File: config.mk
export PLATFORM = sky130hd
export DESIGN_NAME = pbcs_isqrt
export DESIGN_NICKNAME = d
export VERILOG_FILES = /design/src/hw/rtl/particle_bounce_cursor_step_defines.svh /design/src/hw/rtl/pbcs_pkg.sv /design/src/hw/rtl/pbcs_isqrt.sv
export SDC_FILE = /design/constraint.sdc
export NUM_CORES = 1
export LEC_CHECK = 0
export ABC_CLOCK_PERIOD_IN_PS = 4019
export BUFFER_PORTS_ARGS = -buffer_cell sky130_fd_sc_hd__buf_2
export CAP_MARGIN = 25
export CORE_MARGIN = 5
export CORE_UTILIZATION = 50
export DETAILED_ROUTE_END_ITERATION = 8
export PLACE_DENSITY = 0.71
export REMOVE_ABC_BUFFERS = 1
export SKIP_LAST_GASP = 1
export SYNTH_ARGS = -nofsm -noshare
export SYNTH_HDL_FRONTEND = slang
export SYNTH_SLANG_ARGS = --single-unit
export TNS_END_PERCENT = 100
File: constraint.sdc
create_clock -name clk -period 4.02 [get_ports clk]
set_clock_uncertainty 0.15 [all_clocks]
set_input_delay 0.201 -clock clk [delete_from_list [all_inputs] [get_ports clk]]
set_output_delay 0.201 -clock clk [all_outputs]
set_load 0.02 [all_outputs]
File: src/hw/rtl/particle_bounce_cursor_step_defines.svh
// assertion helpers for the rtl
`ifndef PARTICLE_BOUNCE_CURSOR_STEP_DEFINES_SVH
`define PARTICLE_BOUNCE_CURSOR_STEP_DEFINES_SVH

// same-cycle implication, checked outside reset
`define PBCS_ASSERT_IMP(label, clk, rst, a, c) \
  label: assert property (@(posedge clk) disable iff (rst) (a) |-> (c)) \
    else $error("pbcs check failed");

// next-cycle implication, checked outside reset
`define PBCS_ASSERT_NXT(label, clk, rst, a, c) \
  label: assert property (@(posedge clk) disable iff (rst) (a) |=> (c)) \
    else $error("pbcs check failed");

`endif

File: src/hw/rtl/pbcs_pkg.sv
`default_nettype none
package pbcs_pkg;

  localparam int POS_W   = 20;
  localparam int VEL_W   = 11;
  localparam int CUR_W   = 11;
  localparam int LIM_W   = 19;
  localparam int STEP_W  = 16;
  localparam int DIFF_W  = 21;
  localparam int SQ_W    = 42;
  localparam int ROOT_W  = 21;
  localparam int NUM_W   = 36;
  localparam int QUO_W   = 16;
  localparam int IDX_W   = 2;

  localparam int SQRT_STAGES = ROOT_W;
  localparam int DIV_STAGES  = QUO_W;

  localparam logic [IDX_W-1:0] REG_LOWER = 2'd0;
  localparam logic [IDX_W-1:0] REG_UPPER = 2'd1;
  localparam logic [IDX_W-1:0] REG_STEP  = 2'd2;

  localparam logic [1:0] MODE_NONE    = 2'd0;
  localparam logic [1:0] MODE_ATTRACT = 2'd1;
  localparam logic [1:0] MODE_REPEL   = 2'd2;

  typedef struct packed {
    logic signed [POS_W-1:0] px;
    logic signed [POS_W-1:0] py;
    logic signed [VEL_W-1:0] vx;
    logic signed [VEL_W-1:0] vy;
    logic [1:0]              mode;
    logic                    sx;
    logic                    sy;
  } side_t;

endpackage
`default_nettype wire

File: src/hw/rtl/pbcs_isqrt.sv
`default_nettype none
module pbcs_isqrt (
  input  wire logic                        clk,
  input  wire logic [pbcs_pkg::SQ_W-1:0]   radicand,
  output logic      [pbcs_pkg::ROOT_W-1:0] root
);
  import pbcs_pkg::*;

  logic [SQ_W-1:0] n_q [0:SQRT_STAGES-1];
  logic [SQ_W-1:0] r_q [0:SQRT_STAGES-1];

  // one result bit per stage, bit weight walks down by two
  for (genvar k = 0; k < SQRT_STAGES; k++) begin : g_stage
    localparam logic [SQ_W-1:0] BIT = SQ_W'(1) << (SQ_W - 2 - 2 * k);
    logic [SQ_W-1:0] n_in;
    logic [SQ_W-1:0] r_in;
    logic [SQ_W-1:0] trial;

    if (k == 0) begin : g_first
      assign n_in = radicand;
      assign r_in = '0;
    end else begin : g_rest
      assign n_in = n_q[k-1];
      assign r_in = r_q[k-1];
    end

    assign trial = r_in + BIT;

    always_ff @(posedge clk) begin
      if (n_in >= trial) begin
        n_q[k] <= n_in - trial;
        r_q[k] <= (r_in >> 1) + BIT;
      end else begin
        n_q[k] <= n_in;
        r_q[k] <= r_in >> 1;
      end
    end
  end

  assign root = r_q[SQRT_STAGES-1][ROOT_W-1:0];

endmodule
`default_nettype wire

==> results.txt <==
status -> complete, no violations
WL/cell -> 16.6 um
chip width -> 291 um
nets@finish -> 4,398
Num CTS Buffers -> 101
Vias/cell -> 5.22
Detailed Route Iter0 Violations -> 1,217
global-route usage over all layers -> 20.2%
Top Usage Layer GRT -> met2
RSZ-0062 raised after global routing -> false
number of flops mapped to enable cells by yosys -> 0
final worst slack -> 0.348 ns
vias -> 27,391
Worst EP arrival -> 4.00 ns
setup violators final -> 0
Achievable Freq -> 272 MHz
DRC -> 0
Die Ht -> 291 um
Critical Path Source Type -> flop
share of layout cells above drive strength 1 -> 8.04%
Place WS -> 0.379 ns
Mapped Area -> 39,500 um2
design area -> 45,800 um2
Synth Area in Compound Gates -> 10.8%
Worst Hold Class -> flop to flop
Mean Syn Cell Area -> 10.2 um2
CTS Sinks -> 1,071
M1 GR Usage -> 20.7%
flops & latches, synth -> 1,071
max-cap violation count -> 0
Netlist cell types -> 75
Tmin final -> 3.67 ns
Worst Tran Pin Value -> 0.879 ns
sequential share of the synthesized area -> 54.2%
Power Total -> 34.1 mW
cells after synthesis -> 3,885
post-synthesis mux area share -> 1.31%
YS warnings -> 0
gp weighted congestion -> 0.889
Hold Fails Final Rpt -> 0
number of I/O port buffers -> 63
met2 GRT Util -> 40.1%
crit share post-route -> 91.3%
met3 Track Usage GR -> 2.91%
Max FO, Critical Path -> 12
CTS tree -> done
fin. max-slew vios -> 0
clock-pin slew on the worst setup and hold paths -> 0.06 ns
total grt overflow -> 0
Max-slew headroom -> 40.5%
worst vdd ir -> 560 uV
ys async rst share -> 0%
CTS max path bufs -> 3
root buffer cell -> clkbuf_16
Clk Latency, worst-skew pair -> 0.68 ns
largest family of logic cells by synthesized area -> simple AND/OR/NAND/NOR gates
full die area -> 84,800 um2
antenna cell count -> 0
largest net degree at the start of global routing -> 40
footprint of the multi-input gates -> 16,800 um2
Placement Cell Area -> 41,200 um2
first-pass iteration count of the detailed router -> 5
Antenna Nets Post-Route -> 0
dpl hpwl -> 63.6 mm
Worst Path Required -> 4.35 ns
Setup crit end kind -> flop
Sum Neg Setup Slack -> 0 ns
Starting Density -> 50.2%
first-pass GRT wire length -> 142 mm
power density cells -> 745 nW/um2
initial antenna violation count -> 0
post-synthesis adder-cell area fraction -> 7.85%
vias in the first global route -> 28,270
CP Class -> flop to flop
Area growth syn-to-layout -> 15.9%
Util after Layout -> 58.2%
leakage -> 20.9 nW
floorplan row count -> 103
core area -> 78,700 um2
Synth Area in XOR/XNOR -> 7.80%
Register Area -> 21,400 um2
# IOs -> 64
Main synth FF type -> dfxtp_1
H-Tree Depth -> 3
Post-Synth Simple-Gate Area -> 14.7%
drt total wl -> 87.2 mm
fill count -> 6,482
-- per-stage QoR --
| step | std cells | hold WS (ns) |
|---|---|---|
| after floorplan | 3825 | 0.0787 |
| after global placement | 4969 | 0.154 |
| after detailed placement | 4971 | 0.155 |
| after CTS | 5244 | 0.0906 |
| after global routing | 5244 | 0.143 |
| final | 5244 | 0.148 |
-- critical path: stages, from the launching register on --
cell,delay (ns)
dfxtp_1,0.32
ha_1,0.36
a2111oi_0,0.79
o21ai_0,0.35
or3_1,0.49
nor4b_2,0.24
buf_4,0.22
a21o_1,0.25
a2111oi_0,0.13
xor2_1,0.16
-- kinds of logic (layout without fill, tap and decap cells) --
group / after synthesis / count (layout)
muxes: 47 / 47
xor gates and xnor gates: 352 / 352
AOI/OAI and AO/OA: 685 / 685
adders and majority gates: 248 / 248
buffers and inverters: 352 / 661
DFF: 1071 / 1071
and+or+nand+nor: 1130 / 1130
-- cells in the mapped netlist (36+ instances only) --
cell type	instances	share of area [%]
nand3_1	71	0.90
o21ai_0	198	2.5
inv_1	291	2.8
mux2_2	36	1.0
nand4_1	44	0.70
dfxtp_1	1071	54
a21oi_1	186	2.4
ha_1	248	7.8
nand2b_1	58	0.92
clkbuf_1	52	0.49
nor4_1	131	2.1
nand2_1	264	2.5
nor3_1	117	1.5
a21o_1	77	1.5
xor2_1	180	4.0
o21a_1	53	1.0
xnor2_1	172	3.8
nor2_1	236	2.2
nor2b_1	37	0.59
-- routing by layer --
layer,share of wire (%),up-vias
met2,54,532
met3,3.0,220
met5,0,-
met1,38,12717
met4,4.8,0
li1,-,13922
-- worst paths after layout --
| path | start | endpoint | slack (ns) | cells after the start |
|---|---|---|---|---|
| setup / recovery | n_q[4][65] | n_q[4][108] | 0.35 | 9 |
| hold / removal | r_q[4][64] | r_q[4][105] | 0.15 | 0 |
| setup reg to reg | n_q[4][65] | n_q[4][108] | 0.35 | 9 |
| hold reg to reg | r_q[4][64] | r_q[4][105] | 0.15 | 0 |
-- flip-flops by register name (all words and copies together) (netlist names) --
register  cells
n_q         840
r_q         231
-- power by group --
part	internal (mW)	switching (mW)	leakage (nW)
Combinational	4.00	4.67	10.1
Sequential	13.1	1.99	8.98
Clock	6.15	4.20	1.81
Total	23.3	10.9	20.9
-- cell type report --
cell class / count / share of cell area [%]
timing repair buffer: 179 / 3.06
inverter: 292 / 2.39
sequential: 1071 / 46.8
clock inverter: 54 / 1.98
multi-input combinational: 2462 / 36.7
clock buffer: 136 / 6.22
tap: 1050 / 2.87
-- placed cells by master, fill, tap and decap left out, types with 37 or more instances in the layout --
master         synthesis  layout
a21o_1                77      77
a21oi_1              186     186
buf_2                  3      65
clkbuf_16              0     101
dfxtp_1             1071    1071
dlygate4sd3_1          0      83
ha_1                 248     248
inv_1                291     291
nand2_1              264     264
nand2b_1              58      58
nand3_1               71      71
nand4_1               44      44
nor2_1               236     236
nor2b_1               37      37
nor3_1               117     117
nor4_1               131     131
o21a_1                53      53
o21ai_0              198     198
xnor2_1              172     172
xor2_1               180     180
-- what timing repair did --
action | in CTS | in global routing
hold buffers | 83 | 0
gates resized for setup | 0 | 0
endpoints found under the hold margin | 43 | 0
setup buffers | 0 | 0
Note: power is estimated with default switching activity, not from simulation.
