[config.mk]
export PLATFORM = sky130hd
export DESIGN_NAME = pbcs_div
export DESIGN_NICKNAME = d
export VERILOG_FILES = /design/src/hw/rtl/particle_bounce_cursor_step_defines.svh /design/src/hw/rtl/pbcs_pkg.sv /design/src/hw/rtl/pbcs_div.sv
export SDC_FILE = /design/constraint.sdc
export NUM_CORES = 2
export LEC_CHECK = 0
export ABC_AREA = 0
export BUFFER_PORTS_ARGS = -buffer_cell sky130_fd_sc_hd__buf_4
export CAP_MARGIN = 20
export CORE_MARGIN = 5
export CORE_UTILIZATION = 45
export CTS_CLUSTER_DIAMETER = 40
export DETAILED_ROUTE_END_ITERATION = 8
export GPL_ROUTABILITY_DRIVEN = 0
export SLEW_MARGIN = 20
export SYNTH_ARGS = -nofsm -noshare
export SYNTH_HDL_FRONTEND = slang
export SYNTH_SLANG_ARGS = --single-unit
[constraint.sdc]
create_clock -name clk -period 4.6 [get_ports clk]
set_input_delay 0.23 -clock clk [delete_from_list [all_inputs] [get_ports clk]]
set_output_delay 0.23 -clock clk [all_outputs]
set_load 0.005 [all_outputs]
[src/hw/rtl/particle_bounce_cursor_step_defines.svh]
// assertion helpers for the rtl
`ifndef PARTICLE_BOUNCE_CURSOR_STEP_DEFINES_SVH
`define PARTICLE_BOUNCE_CURSOR_STEP_DEFINES_SVH

// same-cycle implication, checked outside reset
`define PBCS_ASSERT_IMP(label, clk, rst, a, c) \
  label: assert property (@(posedge clk) disable iff (rst) (a) |-> (c)) \
    else $error("pbcs check failed");

// next-cycle implication, checked outside reset
`define PBCS_ASSERT_NXT(label, clk, rst, a, c) \
  label: assert property (@(posedge clk) disable iff (rst) (a) |=> (c)) \
    else $error("pbcs check failed");

`endif

[src/hw/rtl/pbcs_pkg.sv]
`default_nettype none
package pbcs_pkg;

  localparam int POS_W   = 20;
  localparam int VEL_W   = 11;
  localparam int CUR_W   = 11;
  localparam int LIM_W   = 19;
  localparam int STEP_W  = 16;
  localparam int DIFF_W  = 21;
  localparam int SQ_W    = 42;
  localparam int ROOT_W  = 21;
  localparam int NUM_W   = 36;
  localparam int QUO_W   = 16;
  localparam int IDX_W   = 2;

  localparam int SQRT_STAGES = ROOT_W;
  localparam int DIV_STAGES  = QUO_W;

  localparam logic [IDX_W-1:0] REG_LOWER = 2'd0;
  localparam logic [IDX_W-1:0] REG_UPPER = 2'd1;
  localparam logic [IDX_W-1:0] REG_STEP  = 2'd2;

  localparam logic [1:0] MODE_NONE    = 2'd0;
  localparam logic [1:0] MODE_ATTRACT = 2'd1;
  localparam logic [1:0] MODE_REPEL   = 2'd2;

  typedef struct packed {
    logic signed [POS_W-1:0] px;
    logic signed [POS_W-1:0] py;
    logic signed [VEL_W-1:0] vx;
    logic signed [VEL_W-1:0] vy;
    logic [1:0]              mode;
    logic                    sx;
    logic                    sy;
  } side_t;

endpackage
`default_nettype wire

[src/hw/rtl/pbcs_div.sv]
`default_nettype none
module pbcs_div (
  input  wire logic                        clk,
  input  wire logic [pbcs_pkg::NUM_W-1:0]  num,
  input  wire logic [pbcs_pkg::ROOT_W-1:0] den,
  output logic      [pbcs_pkg::QUO_W-1:0]  quo
);
  import pbcs_pkg::*;

  // quotient is known to fit QUO_W bits, so long division starts at its top bit
  logic [NUM_W-1:0]  rem_q [0:DIV_STAGES-1];
  logic [ROOT_W-1:0] den_q [0:DIV_STAGES-1];
  logic [QUO_W-1:0]  quo_q [0:DIV_STAGES-1];

  for (genvar k = 0; k < DIV_STAGES; k++) begin : g_stage
    localparam int SH = DIV_STAGES - 1 - k;
    logic [NUM_W-1:0]  rem_in;
    logic [ROOT_W-1:0] den_in;
    logic [QUO_W-1:0]  quo_in;
    logic [NUM_W:0]    shifted;

    if (k == 0) begin : g_first
      assign rem_in = num;
      assign den_in = den;
      assign quo_in = '0;
    end else begin : g_rest
      assign rem_in = rem_q[k-1];
      assign den_in = den_q[k-1];
      assign quo_in = quo_q[k-1];
    end

    assign shifted = (NUM_W + 1)'(den_in) << SH;

    always_ff @(posedge clk) begin
      den_q[k] <= den_in;
      if ({1'b0, rem_in} >= shifted) begin
        rem_q[k] <= rem_in - shifted[NUM_W-1:0];
        quo_q[k] <= quo_in | (QUO_W'(1) << SH);
      end else begin
        rem_q[k] <= rem_in;
        quo_q[k] <= quo_in;
      end
    end
  end

  assign quo = quo_q[DIV_STAGES-1];

endmodule
`default_nettype wire
==> results.tsv <==
stage	metric	value	unit
logic_synthesis	Area contributors post-synth	dfxtp_1 47%, ha_1 9.9%, inv_1 4.0%	
clocking	setup repair bufs after CTS	0	
critical_path	Setup Crit Path Kind	reg2reg	
critical_path	r2r startpoint	rem_q[1][146]	
logic_synthesis	flops & latches, synth	991	
sta	Final Cycle Share	0.808	
critical_path	Slowest-stage cell, CP	o311ai_1	
finish	most common cell after layout, fill and taps aside	dfxtp_1	
critical_path	crit path from	rem_q[1][146]	
critical_path	crit-path max FO	37	
sta	Pins Over Slew Limit	0	
route	DRC	0	
logic_synthesis	sequential fraction of the synthesis area	0.466	
sta	Final Hold Viols	0	
logic_synthesis	Synth Cell Area	42600	sq um
finish	Layout Nets	5090	
power	Worst VDD drop	358	uV
sta	skew final	0.0339	ns
floorplanning	Ports	74	
critical_path	crit path cell chain	inv_1 > ha_1 > inv_1 > fa_1 > a21o_1 > a21oi_1 > o21ai_1 > a31oi_1 > o31ai_2 > o311ai_1 > and4_1 > buf_4 > mux2_2	
critical_path	slowest stage delay, CP	0.45	ns
finish	share of cells above drive strength 1	0.0873	
job	number of max-cap violations	0	
logic_synthesis	Synth Flop Type	dfxtp_1	
critical_path	Arr. time, crit path	4.32	ns
critical_path	Reg2Reg Setup Slack	0.88	ns
floorplanning	die width	318	um
sta	Rel. slew slack	0.432	
logic_synthesis	mux share of post-synthesis cell area	0.0224	
logic_synthesis	number of flops mapped to enable cells by yosys	0	
logic_synthesis	number of distinct library cells after synthesis	91	
clocking	Root Buffer	clkbuf_16	
global_route	initial antenna violation count	0	
logic_synthesis	largest family of logic cells by synthesized area	compound AO/OA/AOI/OAI gates	
sta	fin crit period	3.72	ns
global_route	vias in the first global route	30828	
logic_synthesis	asr flop ratio synth	0	
route	Starting DRT DRC Count	1367	
clocking	CTS H-tree depth	4	
logic_synthesis	share of the synthesized area in the top cell type	0.466	
logic_synthesis	Yosys top cell by area	dfxtp_1	
clocking	clock slew at reported path FFs	0.06	ns
logic_synthesis	Gate Count Post-Synth	4471	
finish	Final Util	0.535	
route	drt total wl	93.3	mm
logic_synthesis	Post-Syn Nets	4880	
floorplanning	Die Span Y	318	um
critical_path	Critical Path Start Type	flop	
logic_synthesis	post-synthesis xor/xnor area fraction	0.0692	
min_path	path category of the worst min-delay check	in2reg	
global_route	global-route wire length before repair	153	mm
place	PortBufs	73	
critical_path	crit path capture type	flop	
critical_path	Reg2Reg Depth	13	
logic_synthesis	simple-gate share of the synthesized area	0.129	
sta	Final TNS setup	0	ns
sta	final setup vio count	0	
power	pwr/cell area	745	nW/um^2
sta	RSZ-0062 raised after global routing	no	
floorplanning	FP Rows	112	
critical_path	Critical Path End	rem_q[1][187]	
clocking	Max clock buf depth	3	
clocking	cts bufs inserted	139	
sta	worst-margin pin slew	0.831	ns
sta	f_max	0.269	GHz
sta	final hold slack	0.161	ns
logic_synthesis	Syn. warnings	0	
route	drt wl/cell	15.4	um
critical_path	Worst R2R End	rem_q[1][187]	
status	status	finished clean	
clocking	Sink Count	991	
route	Initial DRT Pass Iterations	5	
place	post-DP HPWL	72.8	mm
floorplanning	die area	101000	sq um
critical_path	Worst Path Required	5.20	ns
finish	commonest cells after routing, fill and taps aside	991 x dfxtp_1, 453 x inv_1, 336 x ha_1, 315 x a21oi_1, 306 x nand2_1	
global_route	largest net degree at the start of global routing	44	
route	Final ANT Viol Nets	0	
logic_synthesis	average cell area after synthesis	9.52	sq um
clocking	CTS tree	yes	
logic_synthesis	compound-cell area share of the yosys netlist	0.158	
floorplanning	Initial Utilization	0.455	
route	vias after detailed routing	30900	
power	Leakage Power	22.5	nW
floorplanning	core area	93600	sq um
critical_path	CP most frequent cell	inv_1	
finish	area grow syn2layout	17.7	%
clocking	Worst-Skew Late Latency	0.73	ns
logic_synthesis	Synth Area in Adders	0.106	
global_route	aggregate global-route resource usage	0.183	
global_route	GRT overflow	0	
route	vias per cell	5.11	
-- kinds of logic (layout without fill, tap and decap cells) --
logic type               Yosys count  after routing
multiplexers                      86             86
AND/OR/NAND/NOR                 1097           1097
AO/OA/AOI/OAI                   1063           1063
adder cells (fa/ha/maj)          351            351
flip-flops                       991            991
XOR/XNOR                         336            336
buffers and inverters            547            873
other                              0              1
-- repair_timing --
item / in CTS / in global routing
gates resized for setup: 0 / 0
hold buffers: 57 / 0
hold endpoints to repair: 57 / 0
-- worst min path at each step --
| stage | start | to | slack, ns | depth (start not counted) |
|---|---|---|---|---|
| 2_1_floorplan | den[0] | den_q[0][0] | 0.26 | 0 |
| 3_5_place_dp | quo_q[1][29] | quo_q[1][45] | 0.31 | 0 |
| 5_1_grt | num[10] | rem_q[0][10] | 0.12 | 2 |
| 6_report | den[3] | den_q[0][3] | 0.16 | 2 |
| 4_1_cts | den[3] | den_q[0][3] | 0.1 | 2 |
| 3_3_place_gp | quo_q[0][63] | quo_q[1][15] | 0.31 | 0 |
-- where the power goes --
| group | switching [mW] | leakage [nW] | total, mW | internal (mW) |
|---|---|---|---|---|
| Clock | 4.05 | 2.41 | 11.0 | 6.93 |
| Combinational | 7.51 | 11.7 | 13.8 | 6.27 |
| Sequential | 1.51 | 8.33 | 12.6 | 11.1 |
-- critical path, delay by kind of cell (launching register included) --
family | cells | cell delay, ns
compound gates | 6 | 1.62
buf+inv | 3 | 0.45
fa+ha+maj | 2 | 0.54
simple gates | 1 | 0.29
mux | 1 | 0.37
flops | 1 | 0.31
-- per-layer routing --
layer / share of wire / wire length [um] / GRT usage / up-vias
met1: 0.42 / 39100 / 0.206 / 14209
met4: 0.042 / 3900 / 0.0837 / 0
met2: 0.51 / 47500 / 0.339 / 495
li1: - / - / - / 15971
met5: 0 / 0 / 0 / -
met3: 0.030 / 2830 / 0.0279 / 225
-- metrics by stage --
step                cells  total power, mW  setup slack (ns)  area [sq um]
floorplan            4471             23.2              1.62         42600
global placement     5737             26.3             0.959         44600
detailed placement   5737             26.4             0.944         44600
CTS                  6051             37.6             0.905         50100
global route         6051             40.0             0.688         50100
finish               6052             37.3             0.884         50100
-- Yosys cell counts (55+ instances only) --
cell type / count
dfxtp_1: 991
inv_1: 453
ha_1: 336
a21oi_1: 315
nand2_1: 306
nor2_1: 262
o21ai_0: 206
xnor2_1: 181
xor2_1: 155
a21o_1: 141
nor3_1: 84
o21ai_1: 64
nand3_1: 63
nor4_1: 58
clkbuf_1: 55
-- flip-flops by register name (all words and copies together) (netlist names) --
name,flops
rem_q,540
den_q,315
quo_q,136
-- area by class of cell --
class | count | area (sq um)
Tap cell | 1254 | 1570
Multi-Input combinational cell | 2933 | 20700
Antenna cell | 1 | 2.50
Inverter | 460 | 1730
Clock buffer | 176 | 3860
Sequential cell | 991 | 19800
Clock inverter | 81 | 1100
Timing Repair Buffer | 156 | 1340
Fill cell | 8466 | 43500
No activity file was read; power rests on OpenSTA's default activity.
